`src/rtl/lrre_pkg.sv`:
```
// Shared types and constants for the link request/response engine.
package lrre_pkg;

    localparam int FRAME_BYTES_DEF = 128;

    // stream payload widths
    localparam int S_DATA_W = 40;
    localparam int M_DATA_W = 24;

    // configuration port
    localparam int APB_ADDR_W = 4;
    localparam int APB_DATA_W = 32;

    localparam logic [1:0] REG_MAX_RETRIES     = 2'd0;
    localparam logic [1:0] REG_RESYNC_TRIES    = 2'd1;
    localparam logic [1:0] REG_MAX_REPLY_COUNT = 2'd2;

    localparam logic [3:0] MAX_RETRIES_RST     = 4'd3;
    localparam logic [3:0] RESYNC_TRIES_RST    = 4'd9;
    localparam logic [6:0] MAX_REPLY_COUNT_RST = 7'd125;

    // link bytes
    localparam logic [7:0] BYTE_PRE  = 8'h41;
    localparam logic [7:0] BYTE_NAK  = 8'h05;
    localparam logic [7:0] BYTE_ACK  = 8'h06;
    localparam logic [7:0] BYTE_SYN  = 8'h16;
    localparam logic [7:0] BYTE_ENQ  = 8'h04;
    localparam logic [7:0] DIR_READ  = 8'h01;
    localparam logic [7:0] DIR_WRITE = 8'h02;

    localparam logic [7:0] COUNT_BASE = 8'd5;   // count byte = 5 + write length
    localparam int         HDR_BYTES  = 7;      // preamble through length byte

    typedef enum logic [1:0] {
        CMD_START = 2'd0,
        CMD_DATA  = 2'd1,
        CMD_LINK  = 2'd2,
        CMD_TICK  = 2'd3
    } cmd_t;

    typedef enum logic [1:0] {
        KIND_TX     = 2'd0,
        KIND_READ   = 2'd1,
        KIND_STATUS = 2'd2
    } kind_t;

    typedef enum logic [2:0] {
        ST_OK        = 3'd0,
        ST_BAD_LEN   = 3'd1,
        ST_NO_ACK    = 3'd2,
        ST_BAD_PRE   = 3'd3,
        ST_BAD_COUNT = 3'd4,
        ST_TIMEOUT   = 3'd5,
        ST_CHECKSUM  = 3'd6
    } status_t;

    typedef enum logic [3:0] {
        PH_IDLE        = 4'd0,
        PH_COLLECT     = 4'd1,
        PH_SEND        = 4'd2,
        PH_WAIT_ACK    = 4'd3,
        PH_RESYNC_TX   = 4'd4,
        PH_RESYNC_WAIT = 4'd5,
        PH_INIT_SEQ    = 4'd6,
        PH_INIT_WAIT   = 4'd7,
        PH_REPLY_PRE   = 4'd8,
        PH_REPLY_COUNT = 4'd9,
        PH_REPLY_BODY  = 4'd10,
        PH_DELIVER     = 4'd11
    } phase_t;

    // one result word on its way from the control stage to the output
    typedef struct packed {
        logic       valid;
        logic       use_ram;    // byte comes from the frame store read port
        kind_t      kind;
        logic [7:0] byte_value;
        status_t    status;
        logic [6:0] reply_count;
        logic       last;
    } res_t;

endpackage

```
`src/rtl/link_request_response_engine.sv`:
```
// Result words pass the result stage and output registers. Throughput: one input word
// per cycle unless stalled; each word needs at most one frame store access, a read or
// a write on the single RAM port pair, so the store sets the one-word rate.
// Output backpressure stalls s_ only once the result stage and output register are full.
// Reset: synchronous, active low; clears the sequencer to idle and loads register
// defaults. The frame store is not cleared: no entry is read before it is written.
module link_request_response_engine
    import lrre_pkg::*;
#(
    parameter int FRAME_BYTES = FRAME_BYTES_DEF
) (
    input  logic                  aclk,
    input  logic                  aresetn,
    // input words
    input  logic                  s_tvalid,
    output logic                  s_tready,
    input  logic [S_DATA_W-1:0]   s_tdata,  // is_write, address[15:0], length[7:0],
                                            // data_byte[7:0], timed_out, zero pad
    input  logic [1:0]            s_tuser,  // command
    // result words
    output logic                  m_tvalid,
    input  logic                  m_tready,
    output logic [M_DATA_W-1:0]   m_tdata,  // byte_value[7:0], status[2:0],
                                            // reply_count[6:0], zero pad
    output logic [1:0]            m_tuser,  // kind
    output logic                  m_tlast,
    // configuration
    input  logic                  psel,
    input  logic                  penable,
    input  logic                  pwrite,
    input  logic [APB_ADDR_W-1:0] paddr,
    input  logic [APB_DATA_W-1:0] pwdata,
    output logic [APB_DATA_W-1:0] prdata,
    output logic                  pready
);

    localparam int IDX_W = $clog2(FRAME_BYTES);

    logic [3:0]       max_retries_reg, max_retries_next;
    logic [3:0]       resync_tries_reg, resync_tries_next;
    logic [6:0]       max_reply_count_reg, max_reply_count_next;
    logic             cfg_wr;

    logic             acc;
    res_t             res;
    logic             ram_we, ram_re;
    logic [IDX_W-1:0] ram_waddr, ram_raddr;
    logic [7:0]       ram_wdata, ram_rdata;
    kind_t            m_kind;

    assign pready = 1'b1;
    assign cfg_wr = psel && penable && pwrite;

    always_comb begin
        max_retries_next     = max_retries_reg;
        resync_tries_next    = resync_tries_reg;
        max_reply_count_next = max_reply_count_reg;
        if (cfg_wr) begin
            case (paddr[3:2])
                REG_MAX_RETRIES:     max_retries_next     = pwdata[3:0];
                REG_RESYNC_TRIES:    resync_tries_next    = pwdata[3:0];
                REG_MAX_REPLY_COUNT: max_reply_count_next = pwdata[6:0];
                default:             max_retries_next     = max_retries_reg;
            endcase
        end
    end

    always_comb begin
        case (paddr[3:2])
            REG_MAX_RETRIES:     prdata = APB_DATA_W'(max_retries_reg);
            REG_RESYNC_TRIES:    prdata = APB_DATA_W'(resync_tries_reg);
            REG_MAX_REPLY_COUNT: prdata = APB_DATA_W'(max_reply_count_reg);
            default:             prdata = '0;
        endcase
    end

    always_ff @(posedge aclk) begin
        if (!aresetn) begin
            max_retries_reg     <= MAX_RETRIES_RST;
            resync_tries_reg    <= RESYNC_TRIES_RST;
            max_reply_count_reg <= MAX_REPLY_COUNT_RST;
        end else begin
            max_retries_reg     <= max_retries_next;
            resync_tries_reg    <= resync_tries_next;
            max_reply_count_reg <= max_reply_count_next;
        end
    end

    assign acc = s_tvalid && s_tready;

    lrre_ctrl #(
        .FRAME_BYTES (FRAME_BYTES)
    ) u_ctrl (
        .aclk            (aclk),
        .aresetn         (aresetn),
        .acc             (acc),
        .cmd             (cmd_t'(s_tuser)),
        .is_write        (s_tdata[0]),
        .address         (s_tdata[16:1]),
        .length          (s_tdata[24:17]),
        .data_byte       (s_tdata[32:25]),
        .timed_out       (s_tdata[33]),
        .max_retries     (max_retries_reg),
        .resync_tries    (resync_tries_reg),
        .max_reply_count (max_reply_count_reg),
        .res             (res),
        .ram_we          (ram_we),
        .ram_waddr       (ram_waddr),
        .ram_wdata       (ram_wdata),
        .ram_re          (ram_re),
        .ram_raddr       (ram_raddr)
    );

    // a write and a later read of one entry never share a cycle; write-then-read
    // in the next cycle sees the new byte, so no bypass is needed
    lrre_ram #(
        .WIDTH (8),
        .DEPTH (FRAME_BYTES)
    ) u_frame_ram (
        .clk   (aclk),
        .we    (ram_we),
        .waddr (ram_waddr),
        .wdata (ram_wdata),
        .re    (ram_re),
        .raddr (ram_raddr),
        .rdata (ram_rdata)
    );

    lrre_out u_out (
        .aclk      (aclk),
        .aresetn   (aresetn),
        .res_in    (res),
        .ram_rdata (ram_rdata),
        .s_ready   (s_tready),
        .m_valid   (m_tvalid),
        .m_ready   (m_tready),
        .m_data    (m_tdata),
        .m_kind    (m_kind),
        .m_last    (m_tlast)
    );

    assign m_tuser = m_kind;

endmodule

```
`src/rtl/lrre_ram.sv`:
```
// Generic single-write, single-read RAM with registered read data.
module lrre_ram #(
    parameter int WIDTH = 8,
    parameter int DEPTH = 128
) (
    input  logic                     clk,
    input  logic                     we,
    input  logic [$clog2(DEPTH)-1:0] waddr,
    input  logic [WIDTH-1:0]         wdata,
    input  logic                     re,
    input  logic [$clog2(DEPTH)-1:0] raddr,
    output logic [WIDTH-1:0]         rdata
);

    logic [WIDTH-1:0] mem [DEPTH];
    logic [WIDTH-1:0] rdata_reg;

    always_ff @(posedge clk) begin
        if (we) begin
            mem[waddr] <= wdata;
        end
        if (re) begin
            rdata_reg <= mem[raddr];
        end
    end

    assign rdata = rdata_reg;

endmodule

```
`src/rtl/lrre_ctrl.sv`:
```
// Protocol sequencer: framing, ack/resync handling, reply check and frame store access.
module lrre_ctrl
    import lrre_pkg::*;
#(
    parameter int FRAME_BYTES = FRAME_BYTES_DEF
) (
    input  logic                           aclk,
    input  logic                           aresetn,
    input  logic                           acc,
    input  cmd_t                           cmd,
    input  logic                           is_write,
    input  logic [15:0]                    address,
    input  logic [7:0]                     length,
    input  logic [7:0]                     data_byte,
    input  logic                           timed_out,
    input  logic [3:0]                     max_retries,
    input  logic [3:0]                     resync_tries,
    input  logic [6:0]                     max_reply_count,
    output res_t                           res,
    output logic                           ram_we,
    output logic [$clog2(FRAME_BYTES)-1:0] ram_waddr,
    output logic [7:0]                     ram_wdata,
    output logic                           ram_re,
    output logic [$clog2(FRAME_BYTES)-1:0] ram_raddr
);

    localparam int IDX_W     = $clog2(FRAME_BYTES);
    localparam int MAX_LEN   = FRAME_BYTES - 8;
    localparam int REPLY_CAP = FRAME_BYTES - 3;

    phase_t           phase_reg, phase_next;
    logic [IDX_W-1:0] bi_reg, bi_next;
    logic [IDX_W-1:0] req_len_reg, req_len_next;
    logic             req_wr_reg, req_wr_next;
    logic [3:0]       retries_reg, retries_next;
    logic [3:0]       resync_reg, resync_next;
    logic [7:0]       cks_reg, cks_next;
    logic [6:0]       reply_len_reg, reply_len_next;
    logic [15:0]      addr_reg, addr_next;

    logic             is_start, is_data, is_link, is_tick, tmo_tick;
    logic             len_bad, retry_evt;
    logic [7:0]       start_cnt, start_dir, start_cks;
    logic [IDX_W:0]   send_lastidx, bi_inc;
    logic             send_last, collect_last, deliver_last;
    logic [IDX_W:0]   didx;
    logic             deliver_hit, body_more;
    logic [7:0]       reply_lim;
    logic [7:0]       hdr_byte;

    always_comb begin
        is_start = (cmd == CMD_START);
        is_data  = (cmd == CMD_DATA);
        is_link  = (cmd == CMD_LINK);
        is_tick  = (cmd == CMD_TICK);
        tmo_tick = is_tick && timed_out;

        len_bad   = (length == 8'd0) || (9'(length) > 9'(MAX_LEN));
        start_cnt = COUNT_BASE + (is_write ? length : 8'd0);
        start_dir = is_write ? DIR_WRITE : DIR_READ;
        start_cks = start_cnt + start_dir + address[15:8] + address[7:0] + length;

        bi_inc       = {1'b0, bi_reg} + (IDX_W+1)'(1);
        send_lastidx = (IDX_W+1)'(HDR_BYTES) + (req_wr_reg ? {1'b0, req_len_reg} : '0);
        send_last    = {1'b0, bi_reg} >= send_lastidx;
        collect_last = bi_inc >= {1'b0, req_len_reg};
        deliver_last = collect_last;
        didx         = (IDX_W+1)'(HDR_BYTES) + {1'b0, bi_reg};
        deliver_hit  = 9'(didx) <= (9'(reply_len_reg) + 9'd1);
        body_more    = 8'(bi_reg) < 8'(reply_len_reg);
        reply_lim    = (8'(max_reply_count) > 8'(REPLY_CAP)) ? 8'(REPLY_CAP)
                                                             : 8'(max_reply_count);

        // wrong or missing ack, resync attempts used up, or init answer or timeout seen
        retry_evt = ((phase_reg == PH_WAIT_ACK) &&
                     ((is_link && data_byte != BYTE_ACK && data_byte != BYTE_NAK) ||
                      tmo_tick)) ||
                    ((phase_reg == PH_INIT_WAIT) && (is_link || tmo_tick)) ||
                    ((phase_reg == PH_RESYNC_TX) && is_tick && resync_reg == 4'd0);

        case (bi_reg)
            IDX_W'(0): hdr_byte = BYTE_PRE;
            IDX_W'(1): hdr_byte = COUNT_BASE + (req_wr_reg ? 8'(req_len_reg) : 8'd0);
            IDX_W'(2): hdr_byte = 8'd0;
            IDX_W'(3): hdr_byte = req_wr_reg ? DIR_WRITE : DIR_READ;
            IDX_W'(4): hdr_byte = addr_reg[15:8];
            IDX_W'(5): hdr_byte = addr_reg[7:0];
            default:   hdr_byte = 8'(req_len_reg);
        endcase
    end

    // next phase
    always_comb begin
        phase_next = phase_reg;
        if (acc) begin
            case (phase_reg)
                PH_IDLE: begin
                    if (is_start && !len_bad) begin
                        phase_next = is_write ? PH_COLLECT : PH_SEND;
                    end
                end
                PH_COLLECT: begin
                    if (is_data && collect_last) phase_next = PH_SEND;
                end
                PH_SEND: begin
                    if (is_tick && send_last) phase_next = PH_WAIT_ACK;
                end
                PH_WAIT_ACK: begin
                    if (is_link && data_byte == BYTE_ACK) phase_next = PH_REPLY_PRE;
                    else if (is_link && data_byte == BYTE_NAK) phase_next = PH_RESYNC_TX;
                end
                PH_RESYNC_TX: begin
                    if (is_tick && resync_reg != 4'd0) phase_next = PH_RESYNC_WAIT;
                end
                PH_RESYNC_WAIT: begin
                    if (is_link) begin
                        phase_next = (data_byte == BYTE_NAK) ? PH_INIT_SEQ : PH_RESYNC_TX;
                    end else if (tmo_tick) begin
                        phase_next = PH_RESYNC_TX;
                    end
                end
                PH_INIT_SEQ: begin
                    if (is_tick && bi_reg >= IDX_W'(2)) phase_next = PH_INIT_WAIT;
                end
                PH_INIT_WAIT: begin
                    phase_next = PH_INIT_WAIT;
                end
                PH_REPLY_PRE: begin
                    if (is_link) begin
                        phase_next = (data_byte != BYTE_PRE) ? PH_IDLE : PH_REPLY_COUNT;
                    end else if (tmo_tick) begin
                        phase_next = PH_IDLE;
                    end
                end
                PH_REPLY_COUNT: begin
                    if (is_link) begin
                        phase_next = (data_byte > reply_lim) ? PH_IDLE : PH_REPLY_BODY;
                    end else if (tmo_tick) begin
                        phase_next = PH_IDLE;
                    end
                end
                PH_REPLY_BODY: begin
                    if (is_link && !body_more) begin
                        phase_next = (data_byte != cks_reg || req_wr_reg) ? PH_IDLE
                                                                          : PH_DELIVER;
                    end else if (tmo_tick) begin
                        phase_next = PH_IDLE;
                    end
                end
                PH_DELIVER: begin
                    if (is_tick && deliver_last) phase_next = PH_IDLE;
                end
                default: phase_next = PH_IDLE;
            endcase
            if (retry_evt) begin
                phase_next = (retries_reg == 4'd0) ? PH_IDLE : PH_SEND;
            end
        end
    end

    // datapath registers, result word and store access
    always_comb begin
        bi_next        = bi_reg;
        req_len_next   = req_len_reg;
        req_wr_next    = req_wr_reg;
        retries_next   = retries_reg;
        resync_next    = resync_reg;
        cks_next       = cks_reg;
        reply_len_next = reply_len_reg;
        addr_next      = addr_reg;
        res            = '0;
        ram_we         = 1'b0;
        ram_waddr      = '0;
        ram_wdata      = data_byte;
        ram_re         = 1'b0;
        ram_raddr      = '0;

        if (acc) begin
            case (phase_reg)
                PH_IDLE: begin
                    if (is_start && len_bad) begin
                        res.valid  = 1'b1;
                        res.kind   = KIND_STATUS;
                        res.status = ST_BAD_LEN;
                        bi_next    = '0;
                    end else if (is_start) begin
                        req_wr_next  = is_write;
                        req_len_next = length[IDX_W-1:0];
                        addr_next    = address;
                        cks_next     = start_cks;
                        retries_next = max_retries;
                        bi_next      = '0;
                    end
                end
                PH_COLLECT: begin
                    if (is_data) begin
                        ram_we    = 1'b1;
                        ram_waddr = didx[IDX_W-1:0];
                        cks_next  = cks_reg + data_byte;
                        bi_next   = collect_last ? '0 : bi_inc[IDX_W-1:0];
                    end
                end
                PH_SEND: begin
                    if (is_tick) begin
                        res.valid = 1'b1;
                        res.kind  = KIND_TX;
                        res.last  = send_last;
                        if (send_last) begin
                            res.byte_value = cks_reg;
                        end else if (bi_reg < IDX_W'(HDR_BYTES)) begin
                            res.byte_value = hdr_byte;
                        end else begin
                            res.use_ram = 1'b1;
                            ram_re      = 1'b1;
                            ram_raddr   = bi_reg;
                        end
                        bi_next = send_last ? '0 : bi_inc[IDX_W-1:0];
                    end
                end
                PH_WAIT_ACK: begin
                    if (is_link && data_byte == BYTE_NAK) resync_next = resync_tries;
                end
                PH_RESYNC_TX: begin
                    if (is_tick && resync_reg != 4'd0) begin
                        resync_next    = resync_reg - 4'd1;
                        res.valid      = 1'b1;
                        res.kind       = KIND_TX;
                        res.byte_value = BYTE_ENQ;
                        res.last       = 1'b1;
                    end
                end
                PH_RESYNC_WAIT: begin
                    if (is_link && data_byte == BYTE_NAK) bi_next = '0;
                end
                PH_INIT_SEQ: begin
                    if (is_tick) begin
                        res.valid      = 1'b1;
                        res.kind       = KIND_TX;
                        res.byte_value = (bi_reg == '0) ? BYTE_SYN : 8'd0;
                        res.last       = bi_reg >= IDX_W'(2);
                        bi_next        = res.last ? '0 : bi_inc[IDX_W-1:0];
                    end
                end
                PH_REPLY_PRE: begin
                    if ((is_link && data_byte != BYTE_PRE) || tmo_tick) begin
                        res.valid  = 1'b1;
                        res.kind   = KIND_STATUS;
                        res.status = ST_BAD_PRE;
                        bi_next    = '0;
                    end
                end
                PH_REPLY_COUNT: begin
                    if ((is_link && data_byte > reply_lim) || tmo_tick) begin
                        res.valid  = 1'b1;
                        res.kind   = KIND_STATUS;
                        res.status = ST_BAD_COUNT;
                        bi_next    = '0;
                    end else if (is_link) begin
                        reply_len_next = data_byte[6:0];
                        cks_next       = data_byte;
                        bi_next        = '0;
                    end
                end
                PH_REPLY_BODY: begin
                    if (is_link) begin
                        // reply body lands at offset 2 so data bytes line up with index 7
                        ram_we    = 1'b1;
                        ram_waddr = bi_reg + IDX_W'(2);
                        if (body_more) begin
                            cks_next = cks_reg + data_byte;
                            bi_next  = bi_inc[IDX_W-1:0];
                        end else begin
                            res.valid   = 1'b1;
                            res.kind    = KIND_STATUS;
                            bi_next     = '0;
                            if (data_byte != cks_reg) begin
                                res.status = ST_CHECKSUM;
                            end else begin
                                res.status      = ST_OK;
                                res.reply_count = reply_len_reg;
                            end
                        end
                    end else if (tmo_tick) begin
                        res.valid  = 1'b1;
                        res.kind   = KIND_STATUS;
                        res.status = ST_TIMEOUT;
                        bi_next    = '0;
                    end
                end
                PH_DELIVER: begin
                    if (is_tick) begin
                        res.valid = 1'b1;
                        res.kind  = KIND_READ;
                        res.last  = deliver_last;
                        if (deliver_hit) begin
                            res.use_ram = 1'b1;
                            ram_re      = 1'b1;
                            ram_raddr   = didx[IDX_W-1:0];
                        end
                        bi_next = deliver_last ? '0 : bi_inc[IDX_W-1:0];
                    end
                end
                default: begin
                    bi_next = bi_reg;
                end
            endcase

            if (retry_evt) begin
                bi_next = '0;
                if (retries_reg == 4'd0) begin
                    res        = '0;
                    res.valid  = 1'b1;
                    res.kind   = KIND_STATUS;
                    res.status = ST_NO_ACK;
                end else begin
                    retries_next = retries_reg - 4'd1;
                end
            end
        end
    end

    always_ff @(posedge aclk) begin
        if (!aresetn) begin
            phase_reg     <= PH_IDLE;
            bi_reg        <= '0;
            req_len_reg   <= '0;
            req_wr_reg    <= 1'b0;
            retries_reg   <= '0;
            resync_reg    <= '0;
            cks_reg       <= '0;
            reply_len_reg <= '0;
        end else begin
            phase_reg     <= phase_next;
            bi_reg        <= bi_next;
            req_len_reg   <= req_len_next;
            req_wr_reg    <= req_wr_next;
            retries_reg   <= retries_next;
            resync_reg    <= resync_next;
            cks_reg       <= cks_next;
            reply_len_reg <= reply_len_next;
        end
    end

    always_ff @(posedge aclk) begin
        addr_reg <= addr_next;
    end

endmodule

```
`src/rtl/lrre_out.sv`:
```
// Result stage aligned with the store read, followed by the output register.
module lrre_out
    import lrre_pkg::*;
(
    input  logic                aclk,
    input  logic                aresetn,
    input  res_t                res_in,
    input  logic [7:0]          ram_rdata,
    output logic                s_ready,
    output logic                m_valid,
    input  logic                m_ready,
    output logic [M_DATA_W-1:0] m_data,
    output kind_t               m_kind,
    output logic                m_last
);

    res_t       s1_reg, s1_next;
    logic       out_valid_reg, out_valid_next;
    kind_t      out_kind_reg, out_kind_next;
    logic [7:0] out_byte_reg, out_byte_next;
    status_t    out_status_reg, out_status_next;
    logic [6:0] out_count_reg, out_count_next;
    logic       out_last_reg, out_last_next;
    logic       s1_adv;

    always_comb begin
        s1_adv  = !out_valid_reg || m_ready;
        s_ready = !s1_reg.valid || s1_adv;

        s1_next = s1_reg;
        if (s_ready) begin
            s1_next = res_in;
        end

        out_valid_next  = out_valid_reg;
        out_kind_next   = out_kind_reg;
        out_byte_next   = out_byte_reg;
        out_status_next = out_status_reg;
        out_count_next  = out_count_reg;
        out_last_next   = out_last_reg;
        if (s1_adv) begin
            out_valid_next  = s1_reg.valid;
            out_kind_next   = s1_reg.kind;
            out_byte_next   = s1_reg.use_ram ? ram_rdata : s1_reg.byte_value;
            out_status_next = s1_reg.status;
            out_count_next  = s1_reg.reply_count;
            out_last_next   = s1_reg.last;
        end
    end

    always_ff @(posedge aclk) begin
        if (!aresetn) begin
            s1_reg        <= '0;
            out_valid_reg <= 1'b0;
        end else begin
            s1_reg        <= s1_next;
            out_valid_reg <= out_valid_next;
        end
    end

    always_ff @(posedge aclk) begin
        out_kind_reg   <= out_kind_next;
        out_byte_reg   <= out_byte_next;
        out_status_reg <= out_status_next;
        out_count_reg  <= out_count_next;
        out_last_reg   <= out_last_next;
    end

    assign m_valid = out_valid_reg;
    assign m_kind  = out_kind_reg;
    assign m_last  = out_last_reg;
    assign m_data  = M_DATA_W'({out_count_reg, out_status_reg, out_byte_reg});

    // a full stage that cannot move must stall the input side
    a_stall_blocks_input: assert property (@(posedge aclk) disable iff (!aresetn)
        (s1_reg.valid && !s1_adv) |-> !s_ready)
        else $error("input accepted while result stage is blocked");

    // a result word taken in reaches the stage register
    a_result_captured: assert property (@(posedge aclk) disable iff (!aresetn)
        (res_in.valid && s_ready) |=> s1_reg.valid)
        else $error("result word lost on entry");

    // a blocked stage keeps its word, so the store read data stays paired with it
    a_stage_holds: assert property (@(posedge aclk) disable iff (!aresetn)
        (s1_reg.valid && !s1_adv) |=> (s1_reg.valid && $stable(s1_reg)))
        else $error("result stage changed while blocked");

endmodule

```
`config.mk`:
```
export PLATFORM = sky130hd
export DESIGN_NAME = link_request_response_engine
export DESIGN_NICKNAME = d
export VERILOG_FILES = /design/src/rtl/lrre_pkg.sv /design/src/rtl/link_request_response_engine.sv /design/src/rtl/lrre_ram.sv /design/src/rtl/lrre_ctrl.sv /design/src/rtl/lrre_out.sv
export SDC_FILE = /design/constraint.sdc
export NUM_CORES = 2
export LEC_CHECK = 0
export BUFFER_PORTS_ARGS = -buffer_cell sky130_fd_sc_hd__buf_2
export CORE_MARGIN = 2
export CORE_UTILIZATION = 45
export DETAILED_ROUTE_END_ITERATION = 6
export PLACE_DENSITY = 0.59
export SLEW_MARGIN = 20
export SYNTH_ARGS = -nofsm -noshare
export SYNTH_HDL_FRONTEND = slang
export SYNTH_HIERARCHICAL = 1
export SYNTH_SLANG_ARGS = --single-unit
```
`constraint.sdc`:
```
create_clock -name aclk -period 6.7 [get_ports aclk]
set_clock_uncertainty 0.05 [all_clocks]
set_input_delay 1.005 -clock aclk [delete_from_list [all_inputs] [get_ports aclk]]
set_output_delay 1.005 -clock aclk [all_outputs]
set_load 0.01 [all_outputs]
```
Word-level counts from Yosys, hierarchy flattened
Memories as Yosys holds them, arrays and structs flattened. A register that Yosys moved wholly into a read port is not among the register bits.
Index checks and enable logic that the tools add are counted.

word-level totals
  flip-flop bits (word level) = 118
  memory bits (writable) = 1024
  input port bits = 85
  output and inout port bits = 62
  word-level logic and storage cells = 291
  memories = 1

memories
  memory           depth  width  read ports  clocked after Yosys merged registers in  wr ports  line            RTL
  u_frame_ram.mem  128    8      1           1                                        1         lrre_ram.sv:15  logic [WIDTH-1:0] mem [DEPTH];

cells by class
  $add $sub $neg = 14
  magnitude comparators = 9
  eq/ne operators = 53
  mux-type cells = 131
  bitwise gates (word level) = 2
  reduce and logical (&&, ||, !) cells = 56

operators with widths
  kind                 count
  $mux 7               31
  $mux 4               26
  $mux 8               12
  $mux 23              3
  $pmux 7 s9           1
  $pmux 4 s12          1
  $pmux 8 s6           1
  $add 8x8->8          5
  $ne 3x1->1 const B   11
  $pmux 8 s4           1
  $pmux 7 s2           2
  $add 3x8->8 const A  3
  $mux 2               12
  $pmux 8 s3           1
  $mux 1               23
  $logic_and 1x1->1    22
  $pmux 7 s3           1
  $reduce_and 9->1     2
  $add 7x1->8 const B  2
  $eq 4x3->1 const B   4
  $eq 4x4->1 const B   4
  $eq 8x3->1 const B   2
  $ne 4x1->1 const B   4
  $ne 8x3->1 const B   2
  48 further kinds     89

Longest topological paths before layout
  word-level depth = 10
  mapped depth = 24
  mapped depth without buffers = 18

Modules after synthesis
Netlist, hierarchy kept.

by module, submodules not included
  module                        times used  cells an instance  area an instance (um2)  seq. area each (um2)
  lrre_ram                      1           1629               39716.8                 30989.7
  lrre_ctrl                     1           854                6731.5                  1321.3
  lrre_out                      1           141                1749.2                  1111.1
  link_request_response_engine  1           113                967.2                   300.3

Worst setup path after synthesis
Ideal clock, no wire load.

  path kind = reg-to-reg
  start point = reg u_ctrl.req_wr_reg
  end point = reg u_frame_ram.rdata_reg[0] (netlist: u_frame_ram/rdata[0]) (read register of u_frame_ram.mem), data pin
  library setup time = 0.260 ns
  arrival time = 5.283 ns
  required time = 6.390 ns
  setup slack = 1.107 ns
  stages on the path, launching flop included = 24
  buffers on the path = 5
  clock period less this slack = 5.593 ns
  cells stage by stage = dfxtp_1 -> clkbuf_1 -> clkbuf_1 -> nand2_1 -> ha_1 -> inv_1 -> o21ai_0 -> xnor2_1 -> nand2_1 -> ha_1 -> a21o_1 -> a211oi_1 -> o21ai_0 -> nand2_1 -> and3_1 -> clkbuf_1 -> nand3_1 -> o21ai_0 -> clkbuf_1 -> buf_1 -> mux4_2 -> mux4_2 -> mux4_2 -> mux2_2

on the way
  word-level cells in the longest chain between the ends = 7
  elaborated cells between the ends (all ways) = 11
  classes of those cells = add/sub: 1; order compare: 1; mux: 9

ends and longest elaborated chain
  item                      line                                RTL
  start: declaration        lrre_ctrl.sv:34                     logic req_wr_reg, req_wr_next;
  start signal: assignment  lrre_ctrl.sv:336                    req_wr_reg <= req_wr_next;
  $mux 7                    lrre_ctrl.sv:64                     send_lastidx = (IDX_W+1)'(HDR_BYTES) + (req_wr_reg ? {1'b0, req_len_reg} : '0);
  $add 3x8->8               lrre_ctrl.sv:64
  $ge 7x8->1                lrre_ctrl.sv:65                     send_last = {1'b0, bi_reg} >= send_lastidx;
  $mux 7                    lrre_ctrl.sv:208                    if (send_last) begin
  $mux 7                    lrre_ctrl.sv:204                    if (is_tick) begin
  $pmux 7 s2                lrre_ctrl.sv:179                    case (phase_reg)
  $mux 7                    lrre_ctrl.sv:178                    if (acc) begin
  named net ram_raddr[0]    link_request_response_engine.sv:47  logic [IDX_W-1:0] ram_waddr, ram_raddr;
  end: declaration          lrre_ram.sv:16                      logic [WIDTH-1:0] rdata_reg;

The timed path passes the listed nets, and every way through them passes these cells.
A chain may end at the register's enable or synchronous reset.

Worst setup path after layout
  start point = reg u_ctrl.req_wr_reg
  end point = reg u_frame_ram.rdata_reg[3] (netlist: u_frame_ram/rdata[3]) (read register of u_frame_ram.mem), data pin

The elaborated chain is that of the path after synthesis.

==> results.json <==
{
  "pin_count_of_the_biggest_net_entering_global_routing": 111,
  "clkSlewWorstSetupHoldPaths_ns": 0.07,
  "clock-root-buffer": "clkbuf_16",
  "ys.flop_type": "edfxtp_1",
  "grt_pass1_vias": 26280,
  "post_synth_edffs": 1069,
  "final.setup.worst_slack_ns": 0.6881,
  "status": "finished clean",
  "worst_hold_path_type": "reg -> reg",
  "ys.warnings.count": 6,
  "global_route_wire_length_before_repair_um": 176200,
  "cts_tree": "built",
  "layout_cell_share_with_drive_strength_beyond_1_pct": 24.37,
  "critPathMaxFanout": 21,
  "antenna_cells": 0,
  "launching_element_type_of_the_critical_path": "register",
  "crit_family": "multiplexers",
  "relSlewSlack_pct": 27.88,
  "cts_num_sinks": 1150,
  "wl_per_cell_um": 27.31,
  "share_of_flip_flops_with_an_asynchronous_set_or_reset_pct": 0,
  "post_drt_via_cell_ratio": 5.950,
  "synth.ff_latch_count": 1150,
  "chipWidth_um": 334.5,
  "setup-violations-final": 0,
  "ys_top_cells_by_count": "edfxtp_1, mux4_2, nor2_1, nand2_1, dfxtp_1",
  "fmax_mhz": 166.3,
  "cp.buffers_inverters": 2,
  "yosys.cell_types.count": 98,
  "cp_slowest_stage_delay_ns": 0.59,
  "max_slew_violations": 0,
  "worst-setup-path-type": "reg -> reg",
  "drcViolationCount": 0,
  "place.port_buffers": 81,
  "cts_hold_buf": 0,
  "post_layout_nets": 3047,
  "ctsHtreeMaxLevel": 3,
  "yosys.area_share.adder_pct": 2.407,
  "yosys.cell_count.top_type": "edfxtp_1",
  "critPathCaptureType": "register",
  "routabilityCongestion": 0.9174,
  "timing.final.crit_share_pct": 89.73,
  "post_synth_and_or_nand_nor_area_fraction_pct": 5.240,
  "synthCells": 2737,
  "ys_seq_area_share_pct": 68.59,
  "grt_setup_unrepaired": "no",
  "design.die.area_um2": 111900,
  "synth_top_family_by_area": "multiplexers",
  "max_cap_check_violation_count": 0,
  "drtAntennaViolNets": 0,
  "die_height_um": 334.5,
  "total_clock_buffers_created_by_cts": 115,
  "post-place-ws_ns": 0.7386,
  "hold_viol_final": 0,
  "cell_row_count": 121,
  "static-leakage-power_uw": 0.01739,
  "synth_area_leader_cell": "edfxtp_1",
  "hpwl_um": 77250,
  "synth-xor-area-share_pct": 0.7126,
  "drt-pass1-iter-count": 6,
  "muxShareOfSynthArea_pct": 16.82,
  "initial_core_util_pct": 45.29,
  "worst_ep_required_time_ns": 7.11,
  "post-cts-setup-buffers": 0,
  "tns_ns": 0,
  "fin_area_um2": 55150,
  "ys_top_cells_by_area": "edfxtp_1, mux4_2, dfxtp_1",
  "global_route.overflow_total": 0,
  "syn-cell-area_um2": 49160,
  "synthDominantCellAreaShare_pct": 65.29,
  "area.growth.synth_to_final_pct": 12.17,
  "largest_register_ffs": 1024,
  "postSynthAreaPerCell_um2": 17.96,
  "grt_use_total_pct": 21.46,
  "crit_path_cell_trace": "nand2_1 > ha_1 > inv_1 > o21ai_0 > xnor2_1 > nand2_1 > ha_1 > a21o_1 > a211oi_1 > o21ai_0 > nand2_1 > and3_1 > nand3_1 > o21ai_4 > buf_4 > mux4_2 > mux4_2 > mux4_2 > mux2_2",
  "routed_wirelength_um": 119800,
  "cts_buffer_depth": 3,
  "floorplan.core_area_um2": 108600,
  "post_cts_resize_count": 0,
  "power_per_cell_area_nw_per_um2": 264.9,
  "timing.final.crit_period_ns": 6.012,
  "insertion_delay_ns": 0.72,
  "drt_initial_violations": 2462,
  "io_pins": 147,
  "num_vias": 26090,
  "synth_area_in_compound_gates_pct": 3.616,
  "tightestPinTransition_ns": 1.082,
  "crit_arrival_ns": 6.42,
  "placement.cell_area_um2": 51490,
  "vdd_ir_drop_max_mv": 0.2065,
  "cp_slowest_cell": "mux4_2",
  "antenna_found_initial": 2,
  "final_core_utilization_pct": 50.81
}
==> through the flow <==
step                hold WS [ns]  std cells  power [uW]
floorplan                 0.3581       2766        8351
global placement          0.3635       4174        8516
detailed placement        0.3687       4174        8531
CTS                       0.3830       4385       14750
global route              0.3957       4385       15070
finish                    0.3814       4385       14610
==> layer usage <==
| metal | vias to the layer above | global-route usage, % | share of wire, % |
|---|---|---|---|
| met5 | - | 0 | 0.010 |
| met4 | 2 | 6.987 | 3.0 |
| met3 | 189 | 3.400 | 6.2 |
| met2 | 988 | 35.07 | 49 |
| met1 | 13710 | 29.65 | 42 |
| li1 | 11200 | - | - |
==> layout make-up <==
| type | instances | area [um^2] |
|---|---|---|
| timing repair buffer | 177 | 1395 |
| fill | 8682 | 53400 |
| tap | 1414 | 1769 |
| clock inverter | 67 | 638.1 |
| inverter | 72 | 270.3 |
| sequential | 1150 | 33720 |
| multi-input combinational | 1361 | 14350 |
| clock buffer | 144 | 3008 |
==> logic make-up after synthesis <==
| kind of cell | after synthesis |
|---|---|
| AO/OA/AOI/OAI | 252 |
| buffers and inverters | 255 |
| AND/OR/NAND/NOR | 548 |
| XOR/XNOR | 40 |
| other | 3 |
| adder cells (fa/ha/maj) | 85 |
| flip-flops | 1150 |
| multiplexers | 404 |
==> cells in the final DEF, fill, tap and decap left out, types with 18 or more instances in the layout <==
cell and count:
nor2b_1 21, xnor2_1 32, conb_1 32, edfxtp_1 1069, o21ai_0 53, clkinv_2 18
ha_1 69, a22oi_1 23, clkbuf_16 116, buf_12 19, clkinv_1 26, nand3_1 53
clkbuf_1 28, mux4_2 336, dfxtp_1 81, inv_1 70, buf_4 82, a21oi_1 43
nor2_1 210, mux2i_1 50, buf_2 73, nand2_1 148
==> final timing paths <==
kind / startpoint / endpoint / slack (ns) / cells past startpoint
worst max-delay path: u_ctrl/req_wr_reg$_SDFFE_PN0P_ / u_frame_ram/rdata[3]$_DFFE_PP_ / 0.69 / 19
worst min-delay path: u_out/s1_reg[10]$_SDFFE_PN0P_ / u_out/out_status_reg[2]$_DFFE_PP_ / 0.38 / 0
worst max register to register: u_ctrl/req_wr_reg$_SDFFE_PN0P_ / u_frame_ram/rdata[3]$_DFFE_PP_ / 0.69 / 19
worst min register to register: u_out/s1_reg[10]$_SDFFE_PN0P_ / u_out/out_status_reg[2]$_DFFE_PP_ / 0.38 / 0
==> report_power, final <==
group	leakage, uW	switching [uW]	internal [uW]
logic	0.00530	347	171
registers	0.0103	12.1	7850
clock network	0.00176	2700	3530
Power figures use the tool's default switching activity.
